--- config.mk ---
export PLATFORM = sky130hd
export DESIGN_NAME = indexed_ordered_list
export DESIGN_NICKNAME = d
export VERILOG_FILES = /design/src/hdl/ilst_pkg.sv /design/src/hdl/ilst_fifo.sv /design/src/hdl/ilst_front.sv /design/src/hdl/ilst_back.sv /design/src/hdl/indexed_ordered_list.sv
export SDC_FILE = /design/constraint.sdc
export NUM_CORES = 2
export LEC_CHECK = 0
export ABC_AREA = 1
export BUFFER_PORTS_ARGS = -buffer_cell sky130_fd_sc_hd__buf_2
export CORE_ASPECT_RATIO = 1.4
export CORE_MARGIN = 10
export CORE_UTILIZATION = 64
export CTS_CLUSTER_DIAMETER = 200
export DETAILED_ROUTE_END_ITERATION = 10
export PLACE_DENSITY = 0.81
export SYNTH_ARGS = -nofsm -noshare
export SYNTH_HDL_FRONTEND = slang
export SYNTH_SLANG_ARGS = --single-unit
--- constraint.sdc ---
create_clock -name clk_i -period 6.7 [get_ports clk_i]
set_input_delay 0 -clock clk_i [delete_from_list [all_inputs] [get_ports clk_i]]
set_output_delay 0 -clock clk_i [all_outputs]
set_load 0.02 [all_outputs]
--- src/hdl/ilst_pkg.sv ---
// Shared types and constants of the indexed ordered list.
`default_nettype none

package ilst_pkg;

  // Fixed field widths of the request and result items
  localparam int MODE_W = 3;
  localparam int POS_W  = 5;
  localparam int DATA_W = 32;
  localparam int CNT_W  = 5;

  // Depth of the queues between the front, the back and the result port
  localparam int QUEUE_DEPTH = 2;

  // Request mode codes as they arrive on the input
  typedef enum logic [MODE_W-1:0] {
    MODE_APPEND = 3'd0,
    MODE_INSERT = 3'd1,
    MODE_REMOVE = 3'd2,
    MODE_READ   = 3'd3,
    MODE_CLEAR  = 3'd4
  } mode_e;

  // Operation after decode; undefined modes become OP_BAD
  typedef enum logic [2:0] {
    OP_APPEND,
    OP_INSERT,
    OP_REMOVE,
    OP_READ,
    OP_CLEAR,
    OP_BAD
  } op_e;

  // Request item
  typedef struct packed {
    logic [MODE_W-1:0] mode;
    logic [POS_W-1:0]  position;
    logic [DATA_W-1:0] data_in;
  } list_req_t;

  // Result item
  typedef struct packed {
    logic [DATA_W-1:0] data_out;
    logic              bad_request;
    logic [CNT_W-1:0]  count;
    logic              is_empty;
  } list_res_t;

  // Decoded command from front to back
  typedef struct packed {
    op_e               op;
    logic [POS_W-1:0]  position;
    logic [DATA_W-1:0] data_in;
  } cmd_t;

endpackage

`default_nettype wire

--- src/hdl/ilst_fifo.sv ---
// Short queue of items with push/full and pop/empty handshakes.
`default_nettype none

module ilst_fifo #(
  parameter type ItemT = logic
) (
  input  wire logic clk_i,
  input  wire logic rst_ni,
  input  wire logic push_i,
  output logic      full_o,
  input  wire ItemT data_i,
  input  wire logic pop_i,
  output logic      empty_o,
  output ItemT      data_o
);

  localparam int PtrW = (ilst_pkg::QUEUE_DEPTH > 1) ? $clog2(ilst_pkg::QUEUE_DEPTH) : 1;
  localparam int CntW = $clog2(ilst_pkg::QUEUE_DEPTH + 1);

  logic [PtrW-1:0] wr_q, wr_d, rd_q, rd_d;
  logic [CntW-1:0] cnt_q, cnt_d;
  ItemT            mem_q [ilst_pkg::QUEUE_DEPTH];
  logic            do_push, do_pop;

  assign full_o  = (cnt_q == CntW'(ilst_pkg::QUEUE_DEPTH));
  assign empty_o = (cnt_q == '0);
  assign do_push = push_i && !full_o;
  assign do_pop  = pop_i && !empty_o;
  assign data_o  = mem_q[rd_q];

  // Pointer wrap and occupancy
  always_comb begin
    wr_d  = wr_q;
    rd_d  = rd_q;
    cnt_d = cnt_q;
    if (do_push) begin
      wr_d = (wr_q == PtrW'(ilst_pkg::QUEUE_DEPTH - 1)) ? '0 : wr_q + PtrW'(1);
    end
    if (do_pop) begin
      rd_d = (rd_q == PtrW'(ilst_pkg::QUEUE_DEPTH - 1)) ? '0 : rd_q + PtrW'(1);
    end
    unique case ({do_push, do_pop})
      2'b10:   cnt_d = cnt_q + CntW'(1);
      2'b01:   cnt_d = cnt_q - CntW'(1);
      default: cnt_d = cnt_q;
    endcase
  end

  always_ff @(posedge clk_i or negedge rst_ni) begin
    if (!rst_ni) begin
      wr_q  <= '0;
      rd_q  <= '0;
      cnt_q <= '0;
    end else begin
      wr_q  <= wr_d;
      rd_q  <= rd_d;
      cnt_q <= cnt_d;
    end
  end

  // Item storage
  always_ff @(posedge clk_i) begin
    if (do_push) begin
      mem_q[wr_q] <= data_i;
    end
  end

endmodule

`default_nettype wire

--- src/hdl/ilst_front.sv ---
// Front end: classifies each request item into a list command.
`default_nettype none

module ilst_front (
  input  wire ilst_pkg::list_req_t req_i,
  output ilst_pkg::cmd_t           cmd_o
);

  // Mode decode; unused codes are refused later by the back end
  always_comb begin
    cmd_o.position = req_i.position;
    cmd_o.data_in  = req_i.data_in;
    unique case (req_i.mode)
      ilst_pkg::MODE_APPEND: cmd_o.op = ilst_pkg::OP_APPEND;
      ilst_pkg::MODE_INSERT: cmd_o.op = ilst_pkg::OP_INSERT;
      ilst_pkg::MODE_REMOVE: cmd_o.op = ilst_pkg::OP_REMOVE;
      ilst_pkg::MODE_READ:   cmd_o.op = ilst_pkg::OP_READ;
      ilst_pkg::MODE_CLEAR:  cmd_o.op = ilst_pkg::OP_CLEAR;
      default:               cmd_o.op = ilst_pkg::OP_BAD;
    endcase
  end

endmodule

`default_nettype wire

--- src/hdl/ilst_back.sv ---
// Back end: list storage, index checks, parallel shift and result build.
`default_nettype none

module ilst_back #(
  parameter int DEPTH = 16,
  parameter int WIDTH = 32
) (
  input  wire logic           clk_i,
  input  wire logic           rst_ni,
  input  wire logic           cmd_empty_i,
  input  wire ilst_pkg::cmd_t cmd_i,
  output logic                cmd_pop_o,
  input  wire logic           res_full_i,
  output logic                res_push_o,
  output ilst_pkg::list_res_t res_o
);

  localparam int FillW = $clog2(DEPTH + 1);
  localparam int CmpW  = (FillW > ilst_pkg::POS_W) ? FillW : ilst_pkg::POS_W;

  logic [FillW-1:0] fill_q, fill_d;
  logic [WIDTH-1:0] ent_q [DEPTH];
  logic [WIDTH-1:0] ent_d [DEPTH];

  logic             exec;
  logic [CmpW-1:0]  pos_x, fill_x, ins_at;
  logic             is_full, do_ins, do_rem, rd_ok, bad;
  logic [WIDTH-1:0] word, rd_word;
  logic [WIDTH+ilst_pkg::DATA_W-1:0] in_ext, rd_ext;
  logic [FillW+ilst_pkg::CNT_W-1:0]  cnt_ext;

  // One command per cycle while there is room for its result
  assign exec       = !cmd_empty_i && !res_full_i;
  assign cmd_pop_o  = exec;
  assign res_push_o = exec;

  assign pos_x   = CmpW'(cmd_i.position);
  assign fill_x  = CmpW'(fill_q);
  assign is_full = (fill_q == FillW'(DEPTH));
  assign in_ext  = {{WIDTH{1'b0}}, cmd_i.data_in};
  assign word    = in_ext[WIDTH-1:0];

  // Index checks and count update
  always_comb begin
    do_ins = 1'b0;
    do_rem = 1'b0;
    rd_ok  = 1'b0;
    bad    = 1'b0;
    ins_at = fill_x;
    fill_d = fill_q;
    unique case (cmd_i.op)
      ilst_pkg::OP_APPEND: begin
        if (is_full) bad = 1'b1;
        else do_ins = 1'b1;
      end
      ilst_pkg::OP_INSERT: begin
        // empty list takes the word at element 0 whatever the index
        if (fill_q == '0) begin
          do_ins = 1'b1;
          ins_at = '0;
        end else if (is_full || pos_x > fill_x) begin
          bad = 1'b1;
        end else begin
          do_ins = 1'b1;
          ins_at = pos_x;
        end
      end
      ilst_pkg::OP_REMOVE: begin
        if (pos_x >= fill_x) bad = 1'b1;
        else do_rem = 1'b1;
      end
      ilst_pkg::OP_READ: begin
        if (pos_x >= fill_x) bad = 1'b1;
        else rd_ok = 1'b1;
      end
      ilst_pkg::OP_CLEAR: fill_d = '0;
      default: bad = 1'b1;
    endcase
    if (do_ins) fill_d = fill_q + FillW'(1);
    if (do_rem) fill_d = fill_q - FillW'(1);
  end

  // Per-entry next value: shift up on insert, shift down on remove
  for (genvar g = 0; g < DEPTH; g++) begin : g_ent
    logic [WIDTH-1:0] up_src, dn_src;
    logic             up_ok, dn_ok;
    if (g == 0) begin : g_first
      assign up_src = word;
      assign up_ok  = 1'b0;
    end else begin : g_rest
      assign up_src = ent_q[g-1];
      assign up_ok  = (CmpW'(g) > ins_at) && (CmpW'(g) <= fill_x);
    end
    if (g == DEPTH - 1) begin : g_last
      assign dn_src = ent_q[g];
      assign dn_ok  = 1'b0;
    end else begin : g_inner
      assign dn_src = ent_q[g+1];
      assign dn_ok  = (CmpW'(g) >= pos_x) && (CmpW'(g + 1) < fill_x);
    end
    always_comb begin
      if (do_ins && CmpW'(g) == ins_at) ent_d[g] = word;
      else if (do_ins && up_ok)         ent_d[g] = up_src;
      else if (do_rem && dn_ok)         ent_d[g] = dn_src;
      else                              ent_d[g] = ent_q[g];
    end
  end

  // Read select
  always_comb begin
    rd_word = '0;
    for (int i = 0; i < DEPTH; i++) begin
      if (CmpW'(i) == pos_x) rd_word = ent_q[i];
    end
  end

  assign rd_ext  = {{ilst_pkg::DATA_W{1'b0}}, rd_word};
  assign cnt_ext = {{ilst_pkg::CNT_W{1'b0}}, fill_d};

  // Result item
  always_comb begin
    res_o.data_out    = rd_ok ? rd_ext[ilst_pkg::DATA_W-1:0] : '0;
    res_o.bad_request = bad;
    res_o.count       = cnt_ext[ilst_pkg::CNT_W-1:0];
    res_o.is_empty    = (fill_d == '0);
  end

  always_ff @(posedge clk_i or negedge rst_ni) begin
    if (!rst_ni) begin
      fill_q <= '0;
    end else if (exec) begin
      fill_q <= fill_d;
    end
  end

  // Entries hold data only; no reset
  always_ff @(posedge clk_i) begin
    if (exec) begin
      ent_q <= ent_d;
    end
  end

  // Count never passes the depth
  a_fill_range: assert property (@(posedge clk_i) disable iff (!rst_ni)
    fill_q <= FillW'(DEPTH))
    else $error("list count above depth");

  // A refused command leaves the count alone
  a_bad_keeps: assert property (@(posedge clk_i) disable iff (!rst_ni)
    exec && bad |=> fill_q == $past(fill_q))
    else $error("refused command changed the count");

  // Clear empties the list
  a_clear: assert property (@(posedge clk_i) disable iff (!rst_ni)
    exec && cmd_i.op == ilst_pkg::OP_CLEAR |=> fill_q == '0)
    else $error("clear left entries");

  // An accepted append or insert grows the list by one
  a_grow: assert property (@(posedge clk_i) disable iff (!rst_ni)
    exec && !bad && (cmd_i.op == ilst_pkg::OP_APPEND || cmd_i.op == ilst_pkg::OP_INSERT)
    |=> fill_q == $past(fill_q) + FillW'(1))
    else $error("insert did not grow the list");

endmodule

`default_nettype wire

--- src/hdl/indexed_ordered_list.sv ---
// A request is registered in the command queue; the back end executes it and registers
//   its result in the result queue, where it stays on the result ports until popped.
// Throughput: one request per cycle while results are popped; the back end executes
//   each command, shifting all later entries in parallel.
// Reset clears the element count and empties both queues; entry data is not cleared.
// Requests and results each pass a two-item queue, so either side may stall alone.
`default_nettype none

module indexed_ordered_list #(
  parameter int DEPTH = 16,
  parameter int WIDTH = 32
) (
  input  wire logic                clk_i,
  input  wire logic                rst_ni,
  input  wire logic                push,
  output logic                     full,
  input  wire ilst_pkg::list_req_t req_i,
  output logic                     empty,
  input  wire logic                pop,
  output ilst_pkg::list_res_t      res_o
);

  ilst_pkg::cmd_t      cmd_in, cmd_out;
  ilst_pkg::list_res_t res_in;
  logic                cmd_empty, cmd_pop, res_full, res_push;

  // Request decode
  ilst_front u_front (
    .req_i (req_i),
    .cmd_o (cmd_in)
  );

  // Command queue between front and back
  ilst_fifo #(.ItemT(ilst_pkg::cmd_t)) u_cmd_q (
    .clk_i   (clk_i),
    .rst_ni  (rst_ni),
    .push_i  (push),
    .full_o  (full),
    .data_i  (cmd_in),
    .pop_i   (cmd_pop),
    .empty_o (cmd_empty),
    .data_o  (cmd_out)
  );

  // List storage and execution
  ilst_back #(.DEPTH(DEPTH), .WIDTH(WIDTH)) u_back (
    .clk_i       (clk_i),
    .rst_ni      (rst_ni),
    .cmd_empty_i (cmd_empty),
    .cmd_i       (cmd_out),
    .cmd_pop_o   (cmd_pop),
    .res_full_i  (res_full),
    .res_push_o  (res_push),
    .res_o       (res_in)
  );

  // Result queue
  ilst_fifo #(.ItemT(ilst_pkg::list_res_t)) u_res_q (
    .clk_i   (clk_i),
    .rst_ni  (rst_ni),
    .push_i  (res_push),
    .full_o  (res_full),
    .data_i  (res_in),
    .pop_i   (pop),
    .empty_o (empty),
    .data_o  (res_o)
  );

endmodule

`default_nettype wire
# --- Yosys cells after proc, flatten, opt, wreduce, memory -nomap -nowiden ---
# Memories as Yosys holds them, arrays and structs flattened.
# Cells that the tools add are included.
totals:
  regBits: 525
  ramBits: 158
  inputBits: 44
  word_cells: 363
  mem_count: 2
op_classes:
  n_addsub: 10
  n_lt_le_gt_ge: 62
  n_eq_ne: 45
  mux: 92
  n_reduce_logical: 129
memory_table:
  columns: ["memory", "depth", "word_bits", "read_ports", "rd_clocked_by_memory_dff", "write_ports", "line_no", "text"]
  rows:
  - ["u_cmd_q.mem_q", 2, 40, 1, 0, 1, "ilst_fifo.sv:22", "ItemT mem_q [ilst_pkg::QUEUE_DEPTH];"]
  - ["u_res_q.mem_q", 2, 39, 1, 0, 1, "ilst_fifo.sv:22", null]
ops:
  columns: ["op", "n"]
  rows:
  - ["$mux 32", 63]
  - ["$logic_and 1x1->1", 81]
  - ["$eq 4x5->1 const A", 16]
  - ["$reduce_bool 3->1", 14]
  - ["$eq 3x5->1 const A", 8]
  - ["$gt 4x5->1 const A", 8]
  - ["$le 4x5->1 const A", 8]
  - ["$lt 4x5->1 const A", 8]
  - ["$ge 4x5->1 const A", 7]
  - ["$reduce_and 2->1", 16]
  - ["$mux 5", 6]
  - ["$eq 2x5->1 const A", 4]
  - ["$ge 3x5->1 const A", 4]
  - ["$gt 3x5->1 const A", 4]
  - ["$le 3x5->1 const A", 4]
  - ["$logic_not 5->1", 4]
  - ["$lt 3x5->1 const A", 4]
  - ["$mux 1", 18]
  - ["$pmux 3 s5", 1]
  - ["$eq 3x2->1 const B", 4]
  - ["$eq 1x5->1 const A", 2]
  - ["$ge 1x5->1 const A", 2]
  - ["$ge 2x5->1 const A", 2]
  - ["$gt 2x5->1 const A", 2]
  - ["26 further kinds", 48]

# --- Logic depth before layout (Yosys ltp) ---
# An unclocked memory read counts as a cell.
depth:
  ltp_word: 19
  depth_mapped: 23
  ltp_nobuf: 20

# --- Hierarchy ---
# A second synthesis with hierarchy kept.
unflattened:
  hier_cells: 5035
  area_unflattened_um2: 39810.7
by_module_without_submodules:
  columns: ["module", "instances", "cells_each", "area_per_inst_um2", "seq_area_each_um2"]
  rows:
  - ["ilst_back", 1, 4513, 33243.1, 15499.9]
  - ["ilst_fifo (u_cmd_q)", 1, 242, 3169.3, 2502.4]
  - ["ilst_fifo (u_res_q)", 1, 237, 3098.0, 2442.3]
  - ["ilst_front", 1, 43, 300.3, 0.0]

# --- Worst setup path before layout ---
# No wires, ideal clock.
synth_path:
  path_type: "reg-to-reg"
  start: "register u_cmd_q.rd_q"
  end: "register u_back.ent_q, in the netlist u_back.g_ent[4].dn_src[0], enable pin"
  setup_ps: 441
  t_arrival_ps: 4659
  required_ps: 6259
  slack_ps: 1601
  stages_incl_launch_ff: 21
  period_less_slack_ps: 5099
  path_cell_list: "dfrtp_1 > inv_2 > clkbuf_1 > nand2_1 > nand2_1 > ha_1 > a21oi_1 > nor2_1 > nor2_1 > nand2_1 > nand2_1 > nand3_4 > nand2_1 > nand3_2 > inv_2 > nand2_1 > inv_2 > nand4_1 > buf_2 > buf_2 > a31oi_1"
synth_via:
  elab_chain_cells: 11
synth_rtl:
  columns: ["element", "line_no", "text"]
  rows:
  - ["from (decl)", "ilst_fifo.sv:20", "logic [PtrW-1:0] wr_q, wr_d, rd_q, rd_d;"]
  - ["from (signal assigned)", "ilst_fifo.sv:56", "rd_q <= rd_d;"]
  - ["$mem_v2 2x40 *", null, null]
  - ["$gt 5x5->1", "ilst_back.sv:61", "end else if (is_full || pos_x > fill_x) begin"]
  - ["$logic_or 1x1->1", "ilst_back.sv:61", null]
  - ["$mux 5", "ilst_back.sv:61", null]
  - ["$mux 5", "ilst_back.sv:58", "if (fill_q == '0) begin"]
  - ["$mux 5", "ilst_back.sv:51", "unique case (cmd_i.op)"]
  - ["$gt 3x5->1", "ilst_back.sv:92", "assign up_ok = (CmpW'(g) > ins_at) && (CmpW'(g) <= fill_x);"]
  - ["$logic_and 1x1->1", "ilst_back.sv:92", null]
  - ["$logic_and 1x1->1", "ilst_back.sv:103", "else if (do_ins && up_ok) ent_d[g] = up_src;"]
  - ["$reduce_bool 3->1 (no source line) *", null, null]
  - ["$reduce_and 2->1 (no source line) *", null, null]
  - ["to (signal assigned)", "ilst_back.sv:139", "ent_q <= ent_d;"]
  - ["to (decl)", "ilst_back.sv:22", "logic [WIDTH-1:0] ent_q [DEPTH];"]
# Mark *: on every way between the ends. The rest lies on a longest branch, timed or not.
# A chain may end at the register's enable or synchronous reset.

# --- Worst setup path in the final report ---
layout_path:
  start: "register u_cmd_q.rd_q"
  end: "register u_back.ent_q, in the netlist u_back.g_ent[10].up_src[17], enable pin"
layout_via:
  elab_chain_cells: 11
layout_rtl:
  columns: ["element", "line_no"]
  rows:
  - ["$mem_v2 2x40 *", null]
  - ["$gt 5x5->1", "ilst_back.sv:61"]
  - ["$logic_or 1x1->1", "ilst_back.sv:61"]
  - ["$mux 5", "ilst_back.sv:61"]
  - ["$mux 5", "ilst_back.sv:58"]
  - ["$mux 5", "ilst_back.sv:51"]
  - ["$gt 4x5->1", "ilst_back.sv:92"]
  - ["$logic_and 1x1->1", "ilst_back.sv:92"]
  - ["$logic_and 1x1->1", "ilst_back.sv:103"]
  - ["$reduce_bool 3->1 (no source line) *", null]
  - ["$reduce_and 2->1 (no source line) *", null]
# Marks and branches as above.

==> impl_metrics.csv <==
group,metric,value,unit
global_routing,first_global_vias,32500,
worst_setup_path,cp.required,6930,ps
yosys,yosysSeqAreaShare,52.3,%
placement,hpwlAfterDp,80600,microns
placement,pre_cts_slack,1090,ps
job,max-cap-violations,0,
run_status,status,"finished clean",
floorplanning,rows,107,
placement,port_buffers,84,
cts,tritoncts,"yes",
worst_setup_path,crit_path_end_kind,"flip-flop",
timing,fmax,0.175,GHz
timing,finClkSkew,24.1,ps
cts,numClockSinks,683,
finish,fillers,4769,
yosys,synth_top_area_cell,"edfxtp_1",
floorplanning,die_x,229,microns
power,powerDensity,502,mW/mm^2
global_routing,grt_pass1_wl,181000,microns
global_routing,grt.total_usage,31.6,%
placement,dpl_cell_area,0.0400,sq mm
finish,fin_nets,4707,
finish,instances_no_fill,5523,
finish,final_area,0.0426,sq mm
power,leakagePower,17.7,nW
yosys,post-synth-top-area-fraction,51.5,%
yosys,syn_inst,4709,
floorplanning,core_area,0.0606,sq mm
global_routing,overflow,0,
yosys,synth_edf_count,670,
yosys,synthesis.nets,4765,
floorplanning,die_area,0.0714,sq mm
worst_setup_path,crit_chain,"buf_4 > nand2_1 > nand2_1 > ha_1 > a21oi_1 > nor2_1 > nor2_1 > nand2_1 > nand2_1 > nand4_1 > nand3_1 > nand2_1 > nor2_2 > nand2_1 > nand2_2 > nand2_2 > a31oi_4",
placement,gp_congestion,0.929,
routing,post_drt_via_cell_ratio,6.27,
routing,via_count,34600,
cts,clk_pin_slew,60,ps
routing,drc,0,
yosys,syn_area_per_cell,8.29,sq um
yosys,synthFlopType,"edfxtp_1",
routing,dr.first_iter.drc_count,5340,
yosys,ys_types,46,
yosys,ys_ff_latch,683,
timing,period_share,85.2,%
cts,post_cts_buffers,0,
yosys,synth_area,0.0391,sq mm
timing,hold_viol,0,
global_routing,grt_max_degree,66,
worst_setup_path,crit_family,"simple AND/OR/NAND/NOR gates",
yosys,ys_warn_count,0,
floorplanning,ioPinCount,85,
worst_setup_path,crit_fanout,41,
cts,cts_buffer_depth,3,
worst_setup_path,worstSetupPathType,"flip-flop to flip-flop",
cts,cts_resized,0,
worst_setup_path,arrival,5940,ps
worst_setup_path,worstSetupStartpointType,"flip-flop",
timing,period_needed,5710,ps
finish,area_growth,9.04,%
worst_setup_path,cpMostUsedCell,"nand2_1",
global_routing,antenna_found_initial,1,
timing,rsz0062_at_grt,"no",
worst_setup_path,cp_slowest_cell,"a31oi_4",
cts,htree_levels,3,
cts,clk_latency,630,ps
placement,dp_cells,5353,
routing,drt-total-wl,116000,microns
routing,antenna_left,0,
timing,drv_slew,0,
floorplanning,fp.dieH,312,microns
routing,drt_first_pass_iters,7,
timing,setup-tns-final,0,ps
hold_path,hold_class,"input port to flip-flop",
floorplanning,start_util,64.4,%
timing,final-setup-viol-count,0,
cts,numCtsBuffers,68,
worst_setup_path,crit_buf_inv,1,
cts,root_buffer,"clkbuf_16",
timing,worstMarginPinSlew,1290,ps
finish,drive_above_1_share,7.50,%
timing,relSlewSlack,14.1,%
worst_setup_path,slowest_delay,1040,ps
yosys,synth_area_leaders,"edfxtp_1, nand2_1, nand3_1, inv_1, o21ai_0",
timing,finalWorstSetupSlack,990,ps
power,peakVddDrop,0.000453,V
yosys,async_flop_share,1.90,%
routing,wl_per_cell,21.1,microns
[worst register-to-register path: stages, from the launching register on]
cell	delay, ps
dfrtp_1	470
buf_4	430
nand2_1	100
nand2_1	180
ha_1	280
a21oi_1	150
nor2_1	50
nor2_1	120
nand2_1	60
nand2_1	250
nand4_1	140
nand3_1	420
nand2_1	190
nor2_2	250
nand2_1	100
nand2_2	480
nand2_2	580
a31oi_4	1040
[power by group]
| group | internal [W] | switching, W |
|---|---|---|
| Clock | 0.00214 | 0.00169 |
| Sequential | 0.00674 | 0.000579 |
| Combinational | 0.00253 | 0.00770 |
| Total | 0.0114 | 0.00998 |
[cells by family after synthesis]
group,Yosys count,share of synthesized area (%)
adders and majority gates,12,0.384
xor gates and xnor gates,9,0.202
and+or+nand+nor,2265,25.6
buffers and inverters,895,9.09
DFF,683,52.3
AOI/OAI and AO/OA,845,12.4
[per-stage QoR]
stage	utilization, %	hold slack, ps	total power [W]
floorplan	-	-296	0.0140
global placement	65.9	-87.1	0.0169
detailed placement	65.9	-78.8	0.0172
CTS	70.2	78.0	0.0210
global route	70.2	117	0.0225
finish	70.2	102	0.0214
[worst paths after layout]
check / from / endpoint / slack, ps / cells after the start
setup / recovery: u_cmd_q.rd_q / u_back.g_ent[10].up_src[17] / 990 / 17
hold / removal: req_i[20] / u_cmd_q.mem_q[1][20] / 100 / 2
setup reg to reg: u_cmd_q.rd_q / u_back.g_ent[10].up_src[17] / 990 / 17
hold reg to reg: u_back.g_ent[0].dn_src[2] / u_back.g_ent[1].up_src[2] / 580 / 2
max in group asynchronous: rst_ni / u_cmd_q.rd_q / 5780 / 3
min in group asynchronous: rst_ni / u_back.fill_q[1] / 490 / 3
[sequential cells by signal, indices dropped and copies added, names as in the netlist, 2 cells and up]
signal,count
u_back.fill_q,5
u_cmd_q.cnt_q,2
u_back.g_ent.dn_src,416
u_res_q.mem_q,78
u_cmd_q.mem_q,80
u_res_q.cnt_q,2
u_back.g_ent.up_src,96
[cell type report]
type / count / area [sq um] / area share, %
Clock inverter: 37 / 327 / 0.767
Multi-Input combinational cell: 3131 / 15400 / 36.1
Sequential cell: 683 / 20400 / 48.0
Clock buffer: 87 / 1840 / 4.31
Inverter: 557 / 2090 / 4.92
Antenna cell: 1 / 2.50 / 0.00588
Tap cell: 817 / 1020 / 2.40
Timing Repair Buffer: 210 / 1480 / 3.47
[metal layers]
layer | vias up | share of wire [%] | GRT usage, %
li1 | 16000 | - | -
met1 | 15800 | 38 | 41.8
met2 | 2427 | 47 | 51.8
met3 | 310 | 12 | 5.59
met4 | 0 | 2.8 | 11.1
met5 | - | 0 | 0
[layout by cell type (no fill, tap or decap), types with 80 or more instances in the layout]
cell type     n
a21oi_1      80
buf_2        84
buf_4        81
edfxtp_1    670
inv_1       543
nand2_1    1345
nand3_1     485
nand4_1     207
nor2_1      132
o211ai_1     95
o21ai_0     387
o21ai_1      96
[synthesized netlist by cell type, types with 76 or more instances]
master    count
edfxtp_1    670
nand3_1     488
nand2_1    1351
nor2_1      145
a31oi_1      76
nand4_1     207
o21ai_1      98
o21ai_0     388
o211ai_1     95
inv_1       543
a21oi_1      83
clkbuf_1    196
buf_2       115
[repair_timing]
action	in CTS	in global routing
hold buffers	45	0
endpoints found under the setup margin	0	0
hold endpoints to repair	97	0
(Power assumes the default switching activity.)
